### config.mk
export PLATFORM = sky130hd
export DESIGN_NAME = lsb_stego_extract
export DESIGN_NICKNAME = d
export VERILOG_FILES = /design/src/sv/lse_pkg.sv /design/src/sv/lse_front.sv /design/src/sv/lse_tok_queue.sv /design/src/sv/lse_back.sv /design/src/sv/lsb_stego_extract.sv
export SDC_FILE = /design/constraint.sdc
export NUM_CORES = 1
export LEC_CHECK = 0
export ABC_AREA = 0
export BUFFER_PORTS_ARGS = -buffer_cell sky130_fd_sc_hd__buf_2
export CAP_MARGIN = 40
export CORE_UTILIZATION = 50
export DETAILED_ROUTE_END_ITERATION = 10
export PLACE_DENSITY = 0.69
export RECOVER_POWER = 50
export REMOVE_ABC_BUFFERS = 1
export SYNTH_ARGS = -nofsm -noshare
export SYNTH_HDL_FRONTEND = slang
export SYNTH_SLANG_ARGS = --single-unit
### constraint.sdc
create_clock -name clock -period 6.9 [get_ports clock]
set_clock_uncertainty 0.05 [all_clocks]
set_input_delay 0.345 -clock clock [delete_from_list [all_inputs] [get_ports clock]]
set_output_delay 0.345 -clock clock [all_outputs]
set_load 0.02 [all_outputs]
### src/sv/lse_pkg.sv
`timescale 1ns / 1ps
package lse_pkg;

   // marker bytes, in stream order: 53 53 4E 44
   localparam logic [7:0] MARK_S = 8'h53;
   localparam logic [7:0] MARK_N = 8'h4E;
   localparam logic [7:0] MARK_D = 8'h44;
   localparam logic [2:0] MATCH_FOUND = 3'd4;
   localparam logic [7:0] MARK_LEN = 8'd4;

   localparam logic [7:0] START_OFFSET_RESET = 8'd17;
   localparam logic [3:0] SAMPLE_STRIDE_RESET = 4'd2;

   // configuration register indexes
   localparam logic CSR_START_OFFSET  = 1'b0;
   localparam logic CSR_SAMPLE_STRIDE = 1'b1;

   // result status codes
   localparam logic [1:0] STAT_BYTE    = 2'd0;
   localparam logic [1:0] STAT_TERM    = 2'd1;
   localparam logic [1:0] STAT_UNTERM  = 2'd2;
   localparam logic [1:0] STAT_NOMARK  = 2'd3;

   // token kinds passed from front to back
   localparam logic [1:0] KIND_BIT    = 2'd0;
   localparam logic [1:0] KIND_END    = 2'd1;
   localparam logic [1:0] KIND_NOMARK = 2'd2;

   localparam int TOKQ_DEPTH = 4;
   localparam int TOKQ_AW    = $clog2(TOKQ_DEPTH);
   localparam int RSPQ_DEPTH = 2;
   localparam int RSPQ_AW    = $clog2(RSPQ_DEPTH);

   typedef struct packed {
      logic [1:0] kind;
      logic       carrier_bit;
      logic       eof;
   } tok_type;

   typedef struct packed {
      logic [7:0] message_byte;
      logic [1:0] status;
      logic       last;
   } rsp_type;

endpackage

### src/sv/lse_front.sv
`timescale 1ns / 1ps
module lse_front import lse_pkg::*; (
   input  logic       clock,
   input  logic       reset,
   input  logic       csr_we,
   input  logic       csr_index,
   input  logic [7:0] csr_wdata,
   input  logic       take,
   input  logic [7:0] data_byte,
   input  logic       end_of_file,
   output logic       tok_push,
   output tok_type    tok
);

   logic [7:0] start_ff, start_in;
   logic [3:0] stride_ff, stride_in;
   logic [2:0] match_ff, match_in;
   logic [7:0] pos_ff, pos_in;
   logic [2:0] match_nx;
   logic [7:0] first_skip;
   logic [7:0] stride_skip;

   function automatic logic [2:0] next_match(input logic [2:0] p, input logic [7:0] b);
      logic [2:0] r;
      r = 3'd0;
      unique case (p)
         3'd0: r = (b == MARK_S) ? 3'd1 : 3'd0;
         3'd1: r = (b == MARK_S) ? 3'd2 : 3'd0;
         3'd2: r = (b == MARK_N) ? 3'd3 : ((b == MARK_S) ? 3'd2 : 3'd0);
         3'd3: r = (b == MARK_D) ? MATCH_FOUND : ((b == MARK_S) ? 3'd1 : 3'd0);
         default: r = 3'd0;
      endcase
      return r;
   endfunction

   assign match_nx    = next_match(match_ff, data_byte);
   // offsets below the marker length clamp to the first byte after it
   assign first_skip  = (start_ff < MARK_LEN) ? 8'd0 : start_ff - MARK_LEN;
   assign stride_skip = (stride_ff == 4'd0) ? 8'd0 : {4'd0, stride_ff} - 8'd1;

   always_comb begin
      start_in  = start_ff;
      stride_in = stride_ff;
      if (csr_we) begin
         unique case (csr_index)
            CSR_START_OFFSET:  start_in  = csr_wdata;
            CSR_SAMPLE_STRIDE: stride_in = csr_wdata[3:0];
            default: ;
         endcase
      end
   end

   always_comb begin
      match_in        = match_ff;
      pos_in          = pos_ff;
      tok_push        = 1'b0;
      tok.kind        = KIND_BIT;
      tok.carrier_bit = data_byte[0];
      tok.eof         = end_of_file;
      if (take) begin
         if (match_ff != MATCH_FOUND) begin
            match_in = match_nx;
            if (match_nx == MATCH_FOUND) begin
               pos_in = first_skip;
               if (end_of_file) begin
                  tok_push = 1'b1;
                  tok.kind = KIND_END;
               end
            end else if (end_of_file) begin
               tok_push = 1'b1;
               tok.kind = KIND_NOMARK;
            end
         end else if (pos_ff != 8'd0) begin
            pos_in = pos_ff - 8'd1;
            if (end_of_file) begin
               tok_push = 1'b1;
               tok.kind = KIND_END;
            end
         end else begin
            pos_in   = stride_skip;
            tok_push = 1'b1;
            tok.kind = KIND_BIT;
         end
         if (end_of_file) begin
            match_in = 3'd0;
            pos_in   = 8'd0;
         end
      end
   end

   always_ff @(posedge clock) begin
      if (reset) begin
         start_ff  <= START_OFFSET_RESET;
         stride_ff <= SAMPLE_STRIDE_RESET;
         match_ff  <= 3'd0;
         pos_ff    <= 8'd0;
      end else begin
         start_ff  <= start_in;
         stride_ff <= stride_in;
         match_ff  <= match_in;
         pos_ff    <= pos_in;
      end
   end

endmodule

### src/sv/lse_tok_queue.sv
`timescale 1ns / 1ps
module lse_tok_queue import lse_pkg::*; (
   input  logic    clock,
   input  logic    reset,
   input  logic    push,
   input  tok_type push_tok,
   output logic    full,
   input  logic    pop,
   output logic    empty,
   output tok_type head_tok
);

   tok_type              mem_ff [TOKQ_DEPTH];
   logic [TOKQ_AW-1:0]   wr_ff, wr_in;
   logic [TOKQ_AW-1:0]   rd_ff, rd_in;
   logic [TOKQ_AW:0]     cnt_ff, cnt_in;
   logic                 do_push, do_pop;

   assign full     = (cnt_ff == (TOKQ_AW+1)'(TOKQ_DEPTH));
   assign empty    = (cnt_ff == '0);
   assign head_tok = mem_ff[rd_ff];
   assign do_push  = push && !full;
   assign do_pop   = pop && !empty;

   always_comb begin
      wr_in  = do_push ? wr_ff + 1'b1 : wr_ff;
      rd_in  = do_pop  ? rd_ff + 1'b1 : rd_ff;
      cnt_in = cnt_ff;
      if (do_push && !do_pop) begin
         cnt_in = cnt_ff + 1'b1;
      end else if (do_pop && !do_push) begin
         cnt_in = cnt_ff - 1'b1;
      end
   end

   always_ff @(posedge clock) begin
      if (do_push) begin
         mem_ff[wr_ff] <= push_tok;
      end
   end

   always_ff @(posedge clock) begin
      if (reset) begin
         wr_ff  <= '0;
         rd_ff  <= '0;
         cnt_ff <= '0;
      end else begin
         wr_ff  <= wr_in;
         rd_ff  <= rd_in;
         cnt_ff <= cnt_in;
      end
   end

endmodule

### src/sv/lse_back.sv
`timescale 1ns / 1ps
module lse_back import lse_pkg::*; (
   input  logic    clock,
   input  logic    reset,
   input  logic    tok_valid,
   input  tok_type tok,
   output logic    tok_pop,
   output logic    rsp_empty,
   input  logic    rsp_pop,
   output rsp_type rsp
);

   logic [7:0]         acc_ff, acc_in;
   logic [2:0]         cnt_ff, cnt_in;
   logic               done_ff, done_in;
   logic [7:0]         acc_sh;
   logic               gen_valid;
   rsp_type            gen;

   rsp_type            q_ff [RSPQ_DEPTH];
   logic [RSPQ_AW-1:0] qwr_ff, qwr_in;
   logic [RSPQ_AW-1:0] qrd_ff, qrd_in;
   logic [RSPQ_AW:0]   qcnt_ff, qcnt_in;
   logic               q_full, q_push, q_pop;

   assign q_full    = (qcnt_ff == (RSPQ_AW+1)'(RSPQ_DEPTH));
   assign rsp_empty = (qcnt_ff == '0);
   assign rsp       = q_ff[qrd_ff];
   assign q_pop     = rsp_pop && !rsp_empty;
   // take a token whenever the result queue has a slot, even one that yields no result
   assign tok_pop   = tok_valid && (!q_full || q_pop);
   assign acc_sh    = {acc_ff[6:0], tok.carrier_bit};
   assign q_push    = tok_pop && gen_valid;

   always_comb begin
      acc_in    = acc_ff;
      cnt_in    = cnt_ff;
      done_in   = done_ff;
      gen_valid = 1'b0;
      gen       = '0;
      if (tok_pop) begin
         unique case (tok.kind)
            KIND_BIT: begin
               if (!done_ff) begin
                  if (cnt_ff == 3'd7) begin
                     acc_in    = 8'd0;
                     cnt_in    = 3'd0;
                     gen_valid = 1'b1;
                     if (acc_sh == 8'd0) begin
                        done_in    = 1'b1;
                        gen.status = STAT_TERM;
                        gen.last   = 1'b1;
                     end else if (tok.eof) begin
                        gen.message_byte = acc_sh;
                        gen.status       = STAT_UNTERM;
                        gen.last         = 1'b1;
                     end else begin
                        gen.message_byte = acc_sh;
                        gen.status       = STAT_BYTE;
                     end
                  end else begin
                     acc_in = acc_sh;
                     cnt_in = cnt_ff + 3'd1;
                     if (tok.eof) begin
                        gen_valid  = 1'b1;
                        gen.status = STAT_UNTERM;
                        gen.last   = 1'b1;
                     end
                  end
               end
            end
            KIND_END: begin
               if (!done_ff) begin
                  gen_valid  = 1'b1;
                  gen.status = STAT_UNTERM;
                  gen.last   = 1'b1;
               end
            end
            KIND_NOMARK: begin
               gen_valid  = 1'b1;
               gen.status = STAT_NOMARK;
               gen.last   = 1'b1;
            end
            default: ;
         endcase
         if (tok.eof) begin
            acc_in  = 8'd0;
            cnt_in  = 3'd0;
            done_in = 1'b0;
         end
      end
   end

   always_comb begin
      qwr_in  = q_push ? qwr_ff + 1'b1 : qwr_ff;
      qrd_in  = q_pop  ? qrd_ff + 1'b1 : qrd_ff;
      qcnt_in = qcnt_ff;
      if (q_push && !q_pop) begin
         qcnt_in = qcnt_ff + 1'b1;
      end else if (q_pop && !q_push) begin
         qcnt_in = qcnt_ff - 1'b1;
      end
   end

   always_ff @(posedge clock) begin
      if (q_push) begin
         q_ff[qwr_ff] <= gen;
      end
   end

   always_ff @(posedge clock) begin
      if (reset) begin
         acc_ff  <= 8'd0;
         cnt_ff  <= 3'd0;
         done_ff <= 1'b0;
         qwr_ff  <= '0;
         qrd_ff  <= '0;
         qcnt_ff <= '0;
      end else begin
         acc_ff  <= acc_in;
         cnt_ff  <= cnt_in;
         done_ff <= done_in;
         qwr_ff  <= qwr_in;
         qrd_ff  <= qrd_in;
         qcnt_ff <= qcnt_in;
      end
   end

endmodule

### src/sv/lsb_stego_extract.sv
`timescale 1ns / 1ps
// LSB steganography extractor. Push the bytes of a file one word per clock,
// with req_end_of_file high on the final byte. The block finds the first
// marker 53 53 4E 44 (overlapping starts handled), then takes the LSB of the
// byte at start_offset from the marker's first byte and of every
// sample_stride-th byte after it, MSB first, and yields one message byte per
// eight bits. A zero byte ends the message (status 1); a file that ends
// without a marker gives status 3, one that ends mid-message gives status 2,
// and partial bits are dropped. Each file yields status 1, 2 or 3 with
// rsp_last high, except that nothing follows a terminator. Throughput is one
// byte per clock while full is low: the front end (marker match and carrier
// counting) issues at most one token per byte into a 4-entry queue, and the
// back end consumes one token per clock into a 2-entry result queue while it
// has room or is popped. full rises only when results back up behind a held
// pop and the token queue fills. empty falls once a word's result reaches the
// result queue. Write csr_index 0 (start_offset, clamped to at least 4) and 1
// (sample_stride, 0 acts as 1) only while the block is idle.
module lsb_stego_extract import lse_pkg::*; (
   input  logic       clock,
   input  logic       reset,
   input  logic       csr_we,
   input  logic       csr_index,
   input  logic [7:0] csr_wdata,
   input  logic       push,
   output logic       full,
   input  logic [7:0] req_data_byte,
   input  logic       req_end_of_file,
   output logic       empty,
   input  logic       pop,
   output logic [7:0] rsp_message_byte,
   output logic [1:0] rsp_status,
   output logic       rsp_last
);

   logic    take;
   logic    tok_push;
   tok_type tok_in;
   logic    tok_empty;
   tok_type tok_head;
   logic    tok_pop;
   rsp_type rsp;

   // accept a word whenever the token queue has room
   assign take = push && !full;

   lse_front u_front (
      .clock       (clock),
      .reset       (reset),
      .csr_we      (csr_we),
      .csr_index   (csr_index),
      .csr_wdata   (csr_wdata),
      .take        (take),
      .data_byte   (req_data_byte),
      .end_of_file (req_end_of_file),
      .tok_push    (tok_push),
      .tok         (tok_in)
   );

   lse_tok_queue u_tok_queue (
      .clock    (clock),
      .reset    (reset),
      .push     (tok_push),
      .push_tok (tok_in),
      .full     (full),
      .pop      (tok_pop),
      .empty    (tok_empty),
      .head_tok (tok_head)
   );

   lse_back u_back (
      .clock     (clock),
      .reset     (reset),
      .tok_valid (!tok_empty),
      .tok       (tok_head),
      .tok_pop   (tok_pop),
      .rsp_empty (empty),
      .rsp_pop   (pop),
      .rsp       (rsp)
   );

   // present the oldest result
   assign rsp_message_byte = rsp.message_byte;
   assign rsp_status       = rsp.status;
   assign rsp_last         = rsp.last;

endmodule
==> reports/metrics.csv, run 1 <==
metric;value;unit
run_status;complete, but fails checks;
violations;max-capacitance violations, max-slew violations;
p_clk_frac;0.212;
sequential_cell_area;0.002102;sq mm
r2r.worst_path.cells;11;
area_used_by_multi_input_combinational_logic;0.001826;sq mm
hold-path-cell-count;3;
synth.top_cells.by_area;edfxtp_1, dfxtp_1, mux2_2, ha_1, nor2_1;
max_cap_violations;1;
report.final.slew_viol_count;36;
measured_slew_at_the_worst_slew_check_pin;1608;ps
synth_edf_count;38;
share_of_post_route_cells_with_drive_strength_above_1;0.1589;
cp_slowest_stage_delay;680;ps
dp_worst_setup_slack;3580;ps
die_h;91.77;um
max-vdd-ir-drop;0.0001231;V
postCtsSetupRepairBufs;0;
yosys_warnings;0;
first_pass_grt_wire_length;12.36;mm
cellLeakagePower;1.623;nW
clkSlewWorstSetupHoldPaths;90;ps
worst_setup_path_end_kind;register;
setup_violations;0;
ys_top_cells_by_count;dfxtp_1, edfxtp_1, nor2_1;
htree_num_levels;3;
antenna_left;0;
setup-tns-final;0;ps
synthDominantAreaCellType;edfxtp_1;
combPwrFrac;0.324;
netlist_instances;369;
final.setup.worst_slack;3551;ps
worst-path-max-fanout;7;
place_hpwl;5.234;mm
coreArea;0.007767;sq mm
worstPathCellList;inv_1 -> ha_1 -> or4b_2 -> nor3_1 -> o21a_1 -> ha_1 -> inv_1 -> fa_1 -> xor2_1 -> or3_1 -> a21oi_1;
final_nets;438;
buffer_ports.inserted;35;
synth_async_sr_flop_share;0;
final.fill_count;669;
internal_power;0.9774;mW
achievable-frequency;298.6;MHz
ctsLongestPathBuffers;2;
top_level_ports;36;
netlist_area;0.004029;sq mm
critical_path.startpoint_type;register;
grt_pass1_vias;2700;
finish.cell_count_without_fillers;511;
placedCellCount;495;
cp_data_required_time;7120;ps
min_period;3349;ps
grt_use_total;0.1862;
drt_pre_antenna_iters;5;
grt_antenna_before_repair;0;
vias_per_cell;5.548;
cts.root.buffer_cell;clkbuf_8;
fp-row-count;32;
clock_tree_sinks;86;
p_sw;0.5264;mW
hold_viol_final;0;
worstSkewPairLatency;350;ps
tritoncts.num_buffers;9;
timing.slew.headroom;-0.07211;
cts_resized;0;
syn_area_per_cell;10.92;sq um
n_antenna_cell;0;
floorplan.die_area;0.008421;sq mm
routed_wirelength;7.270;mm
synth_top_area_share;0.2832;
timing.critical_path.arrival;3570;ps
route.detailed.drc;0;
tritoncts_clock_tree;built;
gpl_congestion;0.8021;
synth-seq-area-share;0.5217;
postSynthRegisterBits;86;
pin_count_of_the_biggest_net_entering_global_routing;36;
post-synth-top-count-cell;dfxtp_1;
area_delta_synth_final;10.53;%
grt_setup_unrepaired;no;
min-delay-path-class;in -> reg;
post-route-period-util;0.4854;
synth-main-ff-cell;dfxtp_1;
dr_total_vias;2835;
grt-ovfl-total;0;
synth.lib_cells_used.distinct;55;
post_cts_hold_buffer_count;0;
seq_power_share;0.464;
fraction_of_power_spent_switching_nets;0.3501;
avgRoutedWirePerCell;14.23;um
start_util;0.5187;
finish.instance_area;0.004453;sq mm
post_dp_cell_area;0.004294;sq mm
die_w;91.77;um
pwr_density;337.7;mW/mm^2
slowest_stage;or4b_2;
worst_setup_path_class;reg -> reg;
drt-initial-drc-count;115;
power by group through the flow:
| stage | clock network [mW] | registers [mW] | logic [mW] |
|---|---|---|---|
| 6_report | 0.319 | 0.698 | 0.487 |
| 5_1_grt | 0.352 | 0.711 | 0.540 |
| 4_1_cts | 0.329 | 0.700 | 0.501 |
| 3_5_place_dp | 0 | 0.711 | 0.498 |
| 3_3_place_gp | 0 | 0.707 | 0.477 |
| 2_1_floorplan | 0 | 0.696 | 0.376 |
worst paths after layout:
| path | startpoint | endpoint | slack [ps] |
|---|---|---|---|
| worst max register to register | u_front.pos_ff[0] | u_tok_queue.cnt_ff[2] | 3550 |
| worst min register to register | u_front.start_ff[0] | u_front.start_ff[0] | 430 |
| worst min-delay path | csr_wdata[4] | u_front.start_ff[4] | 150 |
| worst max-delay path | u_front.pos_ff[0] | u_tok_queue.cnt_ff[2] | 3550 |
registers in the layout (all words and copies together), names as in the netlist, named ones only:
| register | flops |
|---|---|
| u_back.q_ff | 22 |
| u_tok_queue.mem_ff | 16 |
| u_front.pos_ff | 8 |
| u_front.start_ff | 8 |
| u_back.acc_ff | 7 |
| u_front.stride_ff | 4 |
| u_back.cnt_ff | 3 |
| u_front.match_ff | 3 |
| u_tok_queue.cnt_ff | 3 |
| u_back.qcnt_ff | 2 |
| u_tok_queue.rd_ff | 2 |
| u_tok_queue.wr_ff | 2 |
| u_back.done_ff | 1 |
| u_back.qrd_ff | 1 |
| u_back.qwr_ff | 1 |
layout by cell type (no fill, tap or decap), types with 12 or more instances in the layout:
| master | Yosys | routed |
|---|---|---|
| a21oi_1 | 20 | 20 |
| and2_1 | 13 | 13 |
| buf_2 | 0 | 19 |
| clkbuf_1 | 11 | 16 |
| dfxtp_1 | 48 | 48 |
| edfxtp_1 | 38 | 38 |
| mux2_2 | 14 | 14 |
| nand2_1 | 27 | 27 |
| nor2_1 | 33 | 33 |
| nor3_1 | 12 | 12 |
stage by stage:
step / util / total power [mW] / hold WS (ps)
3_5_place_dp: 0.5528 / 1.210 / 409.1
4_1_cts: 0.5759 / 1.529 / 141.6
2_1_floorplan: - / 1.072 / 364.1
5_1_grt: 0.5733 / 1.603 / 145.3
6_report: 0.5733 / 1.504 / 152.6
3_3_place_gp: 0.5509 / 1.184 / 395.9
area by class of cell:
cell class,count,area share
Multi-Input combinational cell,258,0.4099
Inverter,11,0.009272
Clock inverter,7,0.01236
Timing Repair Buffer,38,0.03990
Sequential cell,86,0.4720
Clock buffer,9,0.02782
Tap cell,102,0.02866
logic make-up (layout without fill, tap and decap cells):
logic type,Yosys count,count (layout),share of synthesized area
xor+xnor,12,12,0.02609
fa+ha+maj,11,11,0.03603
flops,86,86,0.5217
mux,27,27,0.08106
buf+inv,25,65,0.02516
simple gates,135,135,0.1820
compound gates,73,73,0.1280
routing by layer:
metal / global-route usage / wire length [um] / share of wire
met1: 0.2290 / 3293 / 0.45
met2: 0.3189 / 3561 / 0.49
met3: 0.03980 / 305 / 0.042
met4: 0.07422 / 111 / 0.015
met5: 0 / 0 / 0
critical path: cells and delay by family (launching register included):
| family | cells | cell delay (ps) |
|---|---|---|
| buffers and inverters | 2 | 120 |
| AO/OA/AOI/OAI | 2 | 420 |
| adder cells (fa/ha/maj) | 3 | 820 |
| flip-flops | 1 | 340 |
| XOR/XNOR | 1 | 180 |
| AND/OR/NAND/NOR | 3 | 1340 |
Note: power is estimated with default switching activity, not from simulation.
==> inputs of run 2 (changes only) <==
- ABC_AREA: 0 -> 1
- PLACE_DENSITY: 0.69 -> 0.71
- clock period: 6.9 -> 2.8 ns (I/O delays scaled with it)
==> reports/metrics.csv, run 2 <==
metric;value;unit;change
run_status;finished clean;;was complete, but fails checks
top_register;u_back.q_ff;;unchanged
hold_viol_final;0;;unchanged
worst_setup_path_class;reg -> reg;;unchanged
min_period;2459;ps;was 3349 ps
worst-path-max-fanout;5;;was 7
grt_antenna_before_repair;0;;unchanged
setup_violations;0;;unchanged
timing.critical_path.arrival;2650;ps;was 3570 ps
final_common_cell;nand2_1;;was dfxtp_1
final.fill_count;761;;was 669
synth-main-ff-cell;dfxtp_1;;unchanged
buffer_ports.inserted;35;;unchanged
measured_slew_at_the_worst_slew_check_pin;917.8;ps;was 1608 ps
start_util;0.5153;;was 0.5187
coreArea;0.008217;sq mm;was 0.007767 sq mm
gpl_congestion;0.9188;;was 0.8021
dr_total_vias;3399;;was 2835
p_clk_frac;0.195;;was 0.212
r2r.worst_path.cells;15;;was 11
dp_worst_setup_slack;230.2;ps;was 3580 ps
vias_per_cell;5.043;;was 5.548
synth_top_area_share;0.2695;;was 0.2832
drt-initial-drc-count;128;;was 115
die_w;94.02;um;was 91.77 um
floorplan.die_area;0.008840;sq mm;was 0.008421 sq mm
synth-seq-area-share;0.4965;;was 0.5217
antenna_left;0;;unchanged
achievable-frequency;406.7;MHz;was 298.6 MHz
synth_edf_count;38;;unchanged
synthDominantAreaCellType;edfxtp_1;;unchanged
worstPathBufferInverterCount;3;;was 2
tritoncts.num_buffers;9;;unchanged
timing.critical_path.max_delay_family;adder cells;;was simple AND/OR/NAND/NOR gates
cp_slowest_stage_delay;370;ps;was 680 ps
avgRoutedWirePerCell;12.04;um;was 14.23 um
cp_data_required_time;2990;ps;was 7120 ps
p_sw;1.734;mW;was 0.5264 mW
critical_path.reg2reg.startpoint;u_front.pos_ff[0];;unchanged
post-synth-top-count-cell;nand2_1;;was dfxtp_1
pwr_density;903.0;mW/mm^2;was 337.7 mW/mm^2
syn_area_per_cell;8.174;sq um;was 10.92 sq um
yosys_warnings;0;;unchanged
clkSlewWorstSetupHoldPaths;100;ps;was 90 ps
synth_async_sr_flop_share;0;;unchanged
critical_path.startpoint_type;register;;unchanged
drt_pre_antenna_iters;6;;was 5
cellLeakagePower;2.018;nW;was 1.623 nW
synth.lib_cells_used.distinct;35;;was 55
synth.top_cells.by_area;edfxtp_1, dfxtp_1, nand2_1, nor2_1, inv_1;;was edfxtp_1, dfxtp_1, mux2_2, ha_1, nor2_1
cp_common_cell;inv_1;;
netlist_instances;518;;was 369
fin_hold_ws;44.64;ps;was 152.6 ps
n_antenna_cell;0;;unchanged
hold-path-cell-count;3;;unchanged
timing.rr.end;u_tok_queue.cnt_ff[2];;unchanged
top_level_ports;36;;unchanged
cts.root.buffer_cell;clkbuf_8;;unchanged
post-route-period-util;0.8782;;was 0.4854
final.setup.worst_slack;340.9;ps;was 3551 ps
tritoncts_clock_tree;built;;unchanged
largest_register_ff_count;22;;unchanged
max_cap_violations;0;;was 1
report.final.slew_viol_count;0;;was 36
grt_use_total;0.1985;;was 0.1862
place_hpwl;5.983;mm;was 5.234 mm
largestRegisters;u_back.q_ff (22), u_tok_queue.mem_ff (16);;unchanged
route.detailed.drc;0;;unchanged
slowest_stage;fa_1;;was or4b_2
final_nets;598;;was 438
share_of_post_route_cells_with_drive_strength_above_1;0.1090;;was 0.1589
layout_common_cells;nand2_1, nor2_1, inv_1;;was dfxtp_1, edfxtp_1, nor2_1
first_pass_grt_wire_length;13.61;mm;was 12.36 mm
netlist_area;0.004234;sq mm;was 0.004029 sq mm
min-delay-start;csr_wdata[3];;was csr_wdata[4]
internal_power;2.514;mW;was 0.9774 mW
cp.depth;15;;was 11
combPwrFrac;0.382;;was 0.324
worst_setup_path_end_kind;register;;unchanged
worstPathCellList;inv_1 -> ha_1 -> nand3_1 -> nor2_4 -> nand2_1 -> inv_1 -> nor2_2 -> nor2_4 -> ha_1 -> inv_1 -> fa_1 -> a21oi_1 -> o21ai_0 -> o21ai_1 -> a21oi_1;;was inv_1 -> ha_1 -> or4b_2 -> nor3_1 -> o21a_1 -> ha_1 -> inv_1 -> fa_1 -> xor2_1 -> or3_1 -> a21oi_1
seq_power_share;0.423;;was 0.464
clock_tree_sinks;86;;unchanged
postSynthRegisterBits;86;;unchanged
htree_num_levels;3;;unchanged
min-delay-path-class;in -> reg;;unchanged
routed_wirelength;8.118;mm;was 7.270 mm
fp-row-count;33;;was 32
max-vdd-ir-drop;0.0003847;V;was 0.0001231 V
worstSkewPairLatency;360;ps;was 350 ps
grt_pass1_vias;3191;;was 2700
die_h;94.02;um;was 91.77 um
fraction_of_power_spent_switching_nets;0.4083;;was 0.3501
timing.slew.headroom;0.3881;;was -0.07211
ctsLongestPathBuffers;2;;unchanged
ys_top_cells_by_count;nand2_1, nor2_1, inv_1;;was dfxtp_1, edfxtp_1, nor2_1
rrSetupSlack;340;ps;was 3550 ps
pin_count_of_the_biggest_net_entering_global_routing;21;;was 36
grt-ovfl-total;0;;unchanged
min_to;u_front.stride_ff[3];;was u_front.start_ff[4]
area_delta_synth_final;11.11;%;was 10.53%
[run 2: cell count changes after synthesis, sizes merged, moves of 7 or more]
cell	delta
nand3	+37
clkbuf	-7
or3	-7
o21ai	+32
nand2	+91
a21oi	+12
and2	-13
nor2b	-7
nor2	+49
a22o	-8
inv	+53
mux2i	-9
[run 2: cell type report]
type	instances	area, sq um	area share
clock buffer	9	123.9	0.02633
clock inverter	7	67.56	0.01436
inverter	64	245.2	0.05213
multi-input combinational	359	1799	0.3824
sequential	86	2102	0.4468
tap	105	131.4	0.02793
timing repair buffer	44	235.2	0.05000
[run 2: kinds of logic (layout without fill, tap and decap cells)]
group | Yosys count | count (layout) | synth area share
XOR/XNOR | 7 | 7 | 0.01448
buffers and inverters | 73 | 124 | 0.07269
AO/OA/AOI/OAI | 76 | 76 | 0.09308
AND/OR/NAND/NOR | 254 | 254 | 0.2598
flip-flops | 86 | 86 | 0.4965
adder cells (fa/ha/maj) | 11 | 11 | 0.03428
multiplexers | 11 | 11 | 0.02926
[run 2: worst max path at each step]
stage	start	to	slack (ps)
4_1_cts	u_front.pos_ff[0]	u_tok_queue.cnt_ff[2]	210
3_5_place_dp	u_front.pos_ff[0]	u_tok_queue.cnt_ff[2]	230
3_3_place_gp	u_front.pos_ff[0]	u_tok_queue.cnt_ff[2]	300
2_1_floorplan	u_front.pos_ff[0]	u_tok_queue.cnt_ff[2]	440
6_report	u_front.pos_ff[0]	u_tok_queue.cnt_ff[2]	340
5_1_grt	u_front.pos_ff[0]	u_tok_queue.cnt_ff[2]	-5
[run 2: repair_timing]
action / 4_1_cts / 5_1_grt
hold buffers: 6 / 0
gates resized for setup: 0 / 1
setup endpoints to repair: 0 / 1
endpoints found under the hold margin: 9 / 0
buffers inserted: 0 / 1
[run 2: tightest hold or removal path, delay by kind of cell]
family | cells | cell delay [ps]
AO/OA/AOI/OAI | 2 | 190
buffers and inverters | 1 | 90
[run 2: layer usage]
metal	wire [um]	part of all wire	GRT usage	up-vias
met5	0	0	0	-
met4	78	0.0096	0.06410	0
met3	275	0.034	0.04207	6
met2	4104	0.51	0.3692	56
met1	3659	0.45	0.2237	1546
li1	-	-	-	1791
[run 2: power groups by stage]
| stage | Sequential, mW | Clock (mW) | Combinational [mW] |
|---|---|---|---|
| after floorplan | 1.78 | 0 | 1.30 |
| after global placement | 1.81 | 0 | 1.64 |
| after detailed placement | 1.83 | 0 | 1.69 |
| after CTS | 1.80 | 0.850 | 1.70 |
| after global routing | 1.83 | 0.898 | 1.86 |
| final | 1.80 | 0.828 | 1.62 |
[run 2: metrics by stage]
| stage | TNS, ps | util | cells | power, mW | instance area (sq um) |
|---|---|---|---|---|---|
| 3_3_place_gp | 0 | 0.5459 | 650 | 3.450 | 4486 |
| 4_1_cts | 0 | 0.5783 | 673 | 4.352 | 4752 |
| 3_5_place_dp | 0 | 0.5477 | 651 | 3.513 | 4501 |
| 2_1_floorplan | 0 | - | 509 | 3.077 | 4172 |
| 5_1_grt | -5.435 | 0.5726 | 674 | 4.589 | 4705 |
| 6_report | 0 | 0.5726 | 674 | 4.248 | 4705 |
==> inputs of run 3 (changes only) <==
- ABC_AREA: 1 -> 0
- PLACE_DENSITY: 0.71 -> 0.72
==> reports/metrics.csv, run 3 (synthesis results as in run 1) <==
metric;value;unit;change
routed_wirelength;7.479;mm;was 8.118 mm
worst_setup_path_class;reg -> reg;;unchanged
top_register;u_back.q_ff;;unchanged
placedCellCount;511;;was 651
ctsLongestPathBuffers;2;;unchanged
worstPathCellList;inv_2 -> ha_4 -> or4b_4 -> nor3_4 -> o21a_1 -> ha_2 -> inv_2 -> fa_2 -> xor2_1 -> or3_1 -> a21oi_2;;was inv_1 -> ha_1 -> nand3_1 -> nor2_4 -> nand2_1 -> inv_1 -> nor2_2 -> nor2_4 -> ha_1 -> inv_1 -> fa_1 -> a21oi_1 -> o21ai_0 -> o21ai_1 -> a21oi_1
worstSkewPairLatency;360;ps;about the same
vias_per_cell;5.494;;was 5.043
sequential_cell_area;0.002105;sq mm;was 0.002102 sq mm
largest_register_ff_count;22;;unchanged
top_level_ports;36;;unchanged
cp_common_cell;inv_2;;was inv_1
area_delta_synth_final;18.14;%;was 11.11%
utilization_after_layout;0.6128;;was 0.5726
achievable-frequency;374.0;MHz;was 406.7 MHz
final_nets;463;;was 598
critical_path_source;u_front.pos_ff[1];;was u_front.pos_ff[0]
report.final.slew_viol_count;0;;unchanged
grt_antenna_before_repair;0;;unchanged
min-delay-path-class;in -> reg;;unchanged
cp_data_required_time;3030;ps;was 2990 ps
drt-initial-drc-count;89;;was 128
critical_path.reg2reg.startpoint;u_front.pos_ff[1];;was u_front.pos_ff[0]
final.fill_count;670;;was 761
min_period;2674;ps;was 2459 ps
min-delay-start;csr_index;;was csr_wdata[3]
layout_common_cells;dfxtp_1, edfxtp_1, nor2_1;;was nand2_1, nor2_1, inv_1
timing.slew.headroom;0.5324;;was 0.3881
antenna_left;0;;unchanged
measured_slew_at_the_worst_slew_check_pin;701.4;ps;was 917.8 ps
gpl_congestion;0.8321;;was 0.9188
fin_hold_ws;52.23;ps;was 44.64 ps
drt_pre_antenna_iters;4;;was 6
setup-tns-final;0;ps;unchanged
fp-row-count;32;;was 33
buffer_ports.inserted;35;;unchanged
final_common_cell;dfxtp_1;;was nand2_1
hold_viol_final;0;;unchanged
finish.cell_count_without_fillers;536;;was 674
timing.critical_path.max_delay_family;simple AND/OR/NAND/NOR gates;;was adder cells
dr_total_vias;2945;;was 3399
worstPathBufferInverterCount;2;;was 3
die_w;91.77;um;was 94.02 um
tritoncts_clock_tree;built;;unchanged
n_antenna_cell;0;;unchanged
worst-path-max-fanout;2;;was 5
tritoncts.num_buffers;9;;unchanged
route.detailed.drc;0;;unchanged
pwr_density;854.8;mW/mm^2;was 903.0 mW/mm^2
pin_count_of_the_biggest_net_entering_global_routing;36;;was 21
place_hpwl;5.398;mm;was 5.983 mm
max-vdd-ir-drop;0.0003368;V;was 0.0003847 V
area_used_by_multi_input_combinational_logic;0.001862;sq mm;was 0.001799 sq mm
htree_num_levels;3;;unchanged
die_h;91.77;um;was 94.02 um
run_status;finished clean;;unchanged
coreArea;0.007767;sq mm;was 0.008217 sq mm
clkSlewWorstSetupHoldPaths;80;ps;was 100 ps
finish.instance_area;0.004760;sq mm;was 0.004705 sq mm
grt_pass1_vias;2917;;was 3191
cellLeakagePower;1.759;nW;was 2.018 nW
clock_tree_sinks;86;;unchanged
grt-ovfl-total;0;;unchanged
worst_setup_path_end_kind;register;;unchanged
floorplan.die_area;0.008421;sq mm;was 0.008840 sq mm
grt_use_total;0.1953;;was 0.1985
timing.critical_path.arrival;2900;ps;was 2650 ps
setup_violations;0;;unchanged
start_util;0.5187;;was 0.5153
avgRoutedWirePerCell;13.95;um;was 12.04 um
share_of_post_route_cells_with_drive_strength_above_1;0.1959;;was 0.1090
cp_slowest_stage_delay;480;ps;was 370 ps
largestRegisters;u_back.q_ff (22), u_tok_queue.mem_ff (16);;unchanged
slowest_stage;or4b_4;;was fa_1
critical_path.startpoint_type;register;;unchanged
post-route-period-util;0.9549;;was 0.8782
first_pass_grt_wire_length;13.01;mm;was 13.61 mm
post_dp_cell_area;0.004414;sq mm;was 0.004501 sq mm
cts.root.buffer_cell;clkbuf_8;;unchanged
max_cap_violations;0;;unchanged
==> run 3: cell count changes in the layout (fill, tap and decap cells not counted), moves of 9 or more <==
cell / previous run / this run
nand2_1: 117 / 27
inv_1: 58 / 8
nor2_1: 77 / 33
nand3_1: 42 / 5
o21ai_0: 31 / 8
buf_4: 2 / 16
a21oi_1: 32 / 19
and2_1: 0 / 10
mux2i_1: 0 / 9
==> run 3: cell type report <==
class | instances | share of cell area
timing repair buffer | 63 | 0.07729
tap | 102 | 0.02681
multi-input combinational | 258 | 0.3912
inverter | 11 | 0.008675
clock buffer | 11 | 0.03207
clock inverter | 5 | 0.02182
sequential | 86 | 0.4422
==> run 3: worst paths after layout <==
| check | endpoint | slack (ps) | depth (start not counted) |
|---|---|---|---|
| hold reg to reg | u_front.start_ff[0] | 430 | 2 |
| setup reg to reg | u_tok_queue.cnt_ff[2] | 130 | 11 |
| hold / removal | u_front.stride_ff[2] | 50 | 3 |
| setup / recovery | u_tok_queue.cnt_ff[2] | 130 | 11 |
==> run 3: worst reg2reg max path, delay by kind of cell, from the launching register on <==
family          cells  cell delay [ps]
buf+inv             2              100
simple gates        3             1030
flops               1              330
compound gates      2              270
xor+xnor            1              150
fa+ha+maj           3              670
==> run 3: per-stage QoR <==
step / worst slack, ps / total power [mW]
after global routing: -19.86 / 4.324
final: 126.3 / 4.068
after detailed placement: -169.8 / 3.034
after floorplan: -242.1 / 2.642
after global placement: -101.6 / 2.986
after CTS: 62.76 / 4.140
==> run 3: report_power, final <==
group          internal [mW]  switching [mW]
combinational          0.541           0.728
clock                  0.649           0.437
sequential              1.58           0.136
total                   2.77            1.30
==> run 3: metal layers <==
metal | global-route usage | routed length [um] | vias up | part of all wire
met5 | 0 | 0 | - | 0
met4 | 0.08203 | 125 | 0 | 0.017
met3 | 0.02985 | 224 | 9 | 0.030
met2 | 0.3352 | 3577 | 69 | 0.48
met1 | 0.2457 | 3552 | 1381 | 0.47
li1 | - | - | 1486 | -
==> run 3: repair_timing <==
item,CTS,global route
endpoints found under the setup margin,1,1
endpoints found under the hold margin,10,0
resized for setup,3,10
hold buffers,8,0
pin swaps,0,6
setup buffers,0,1
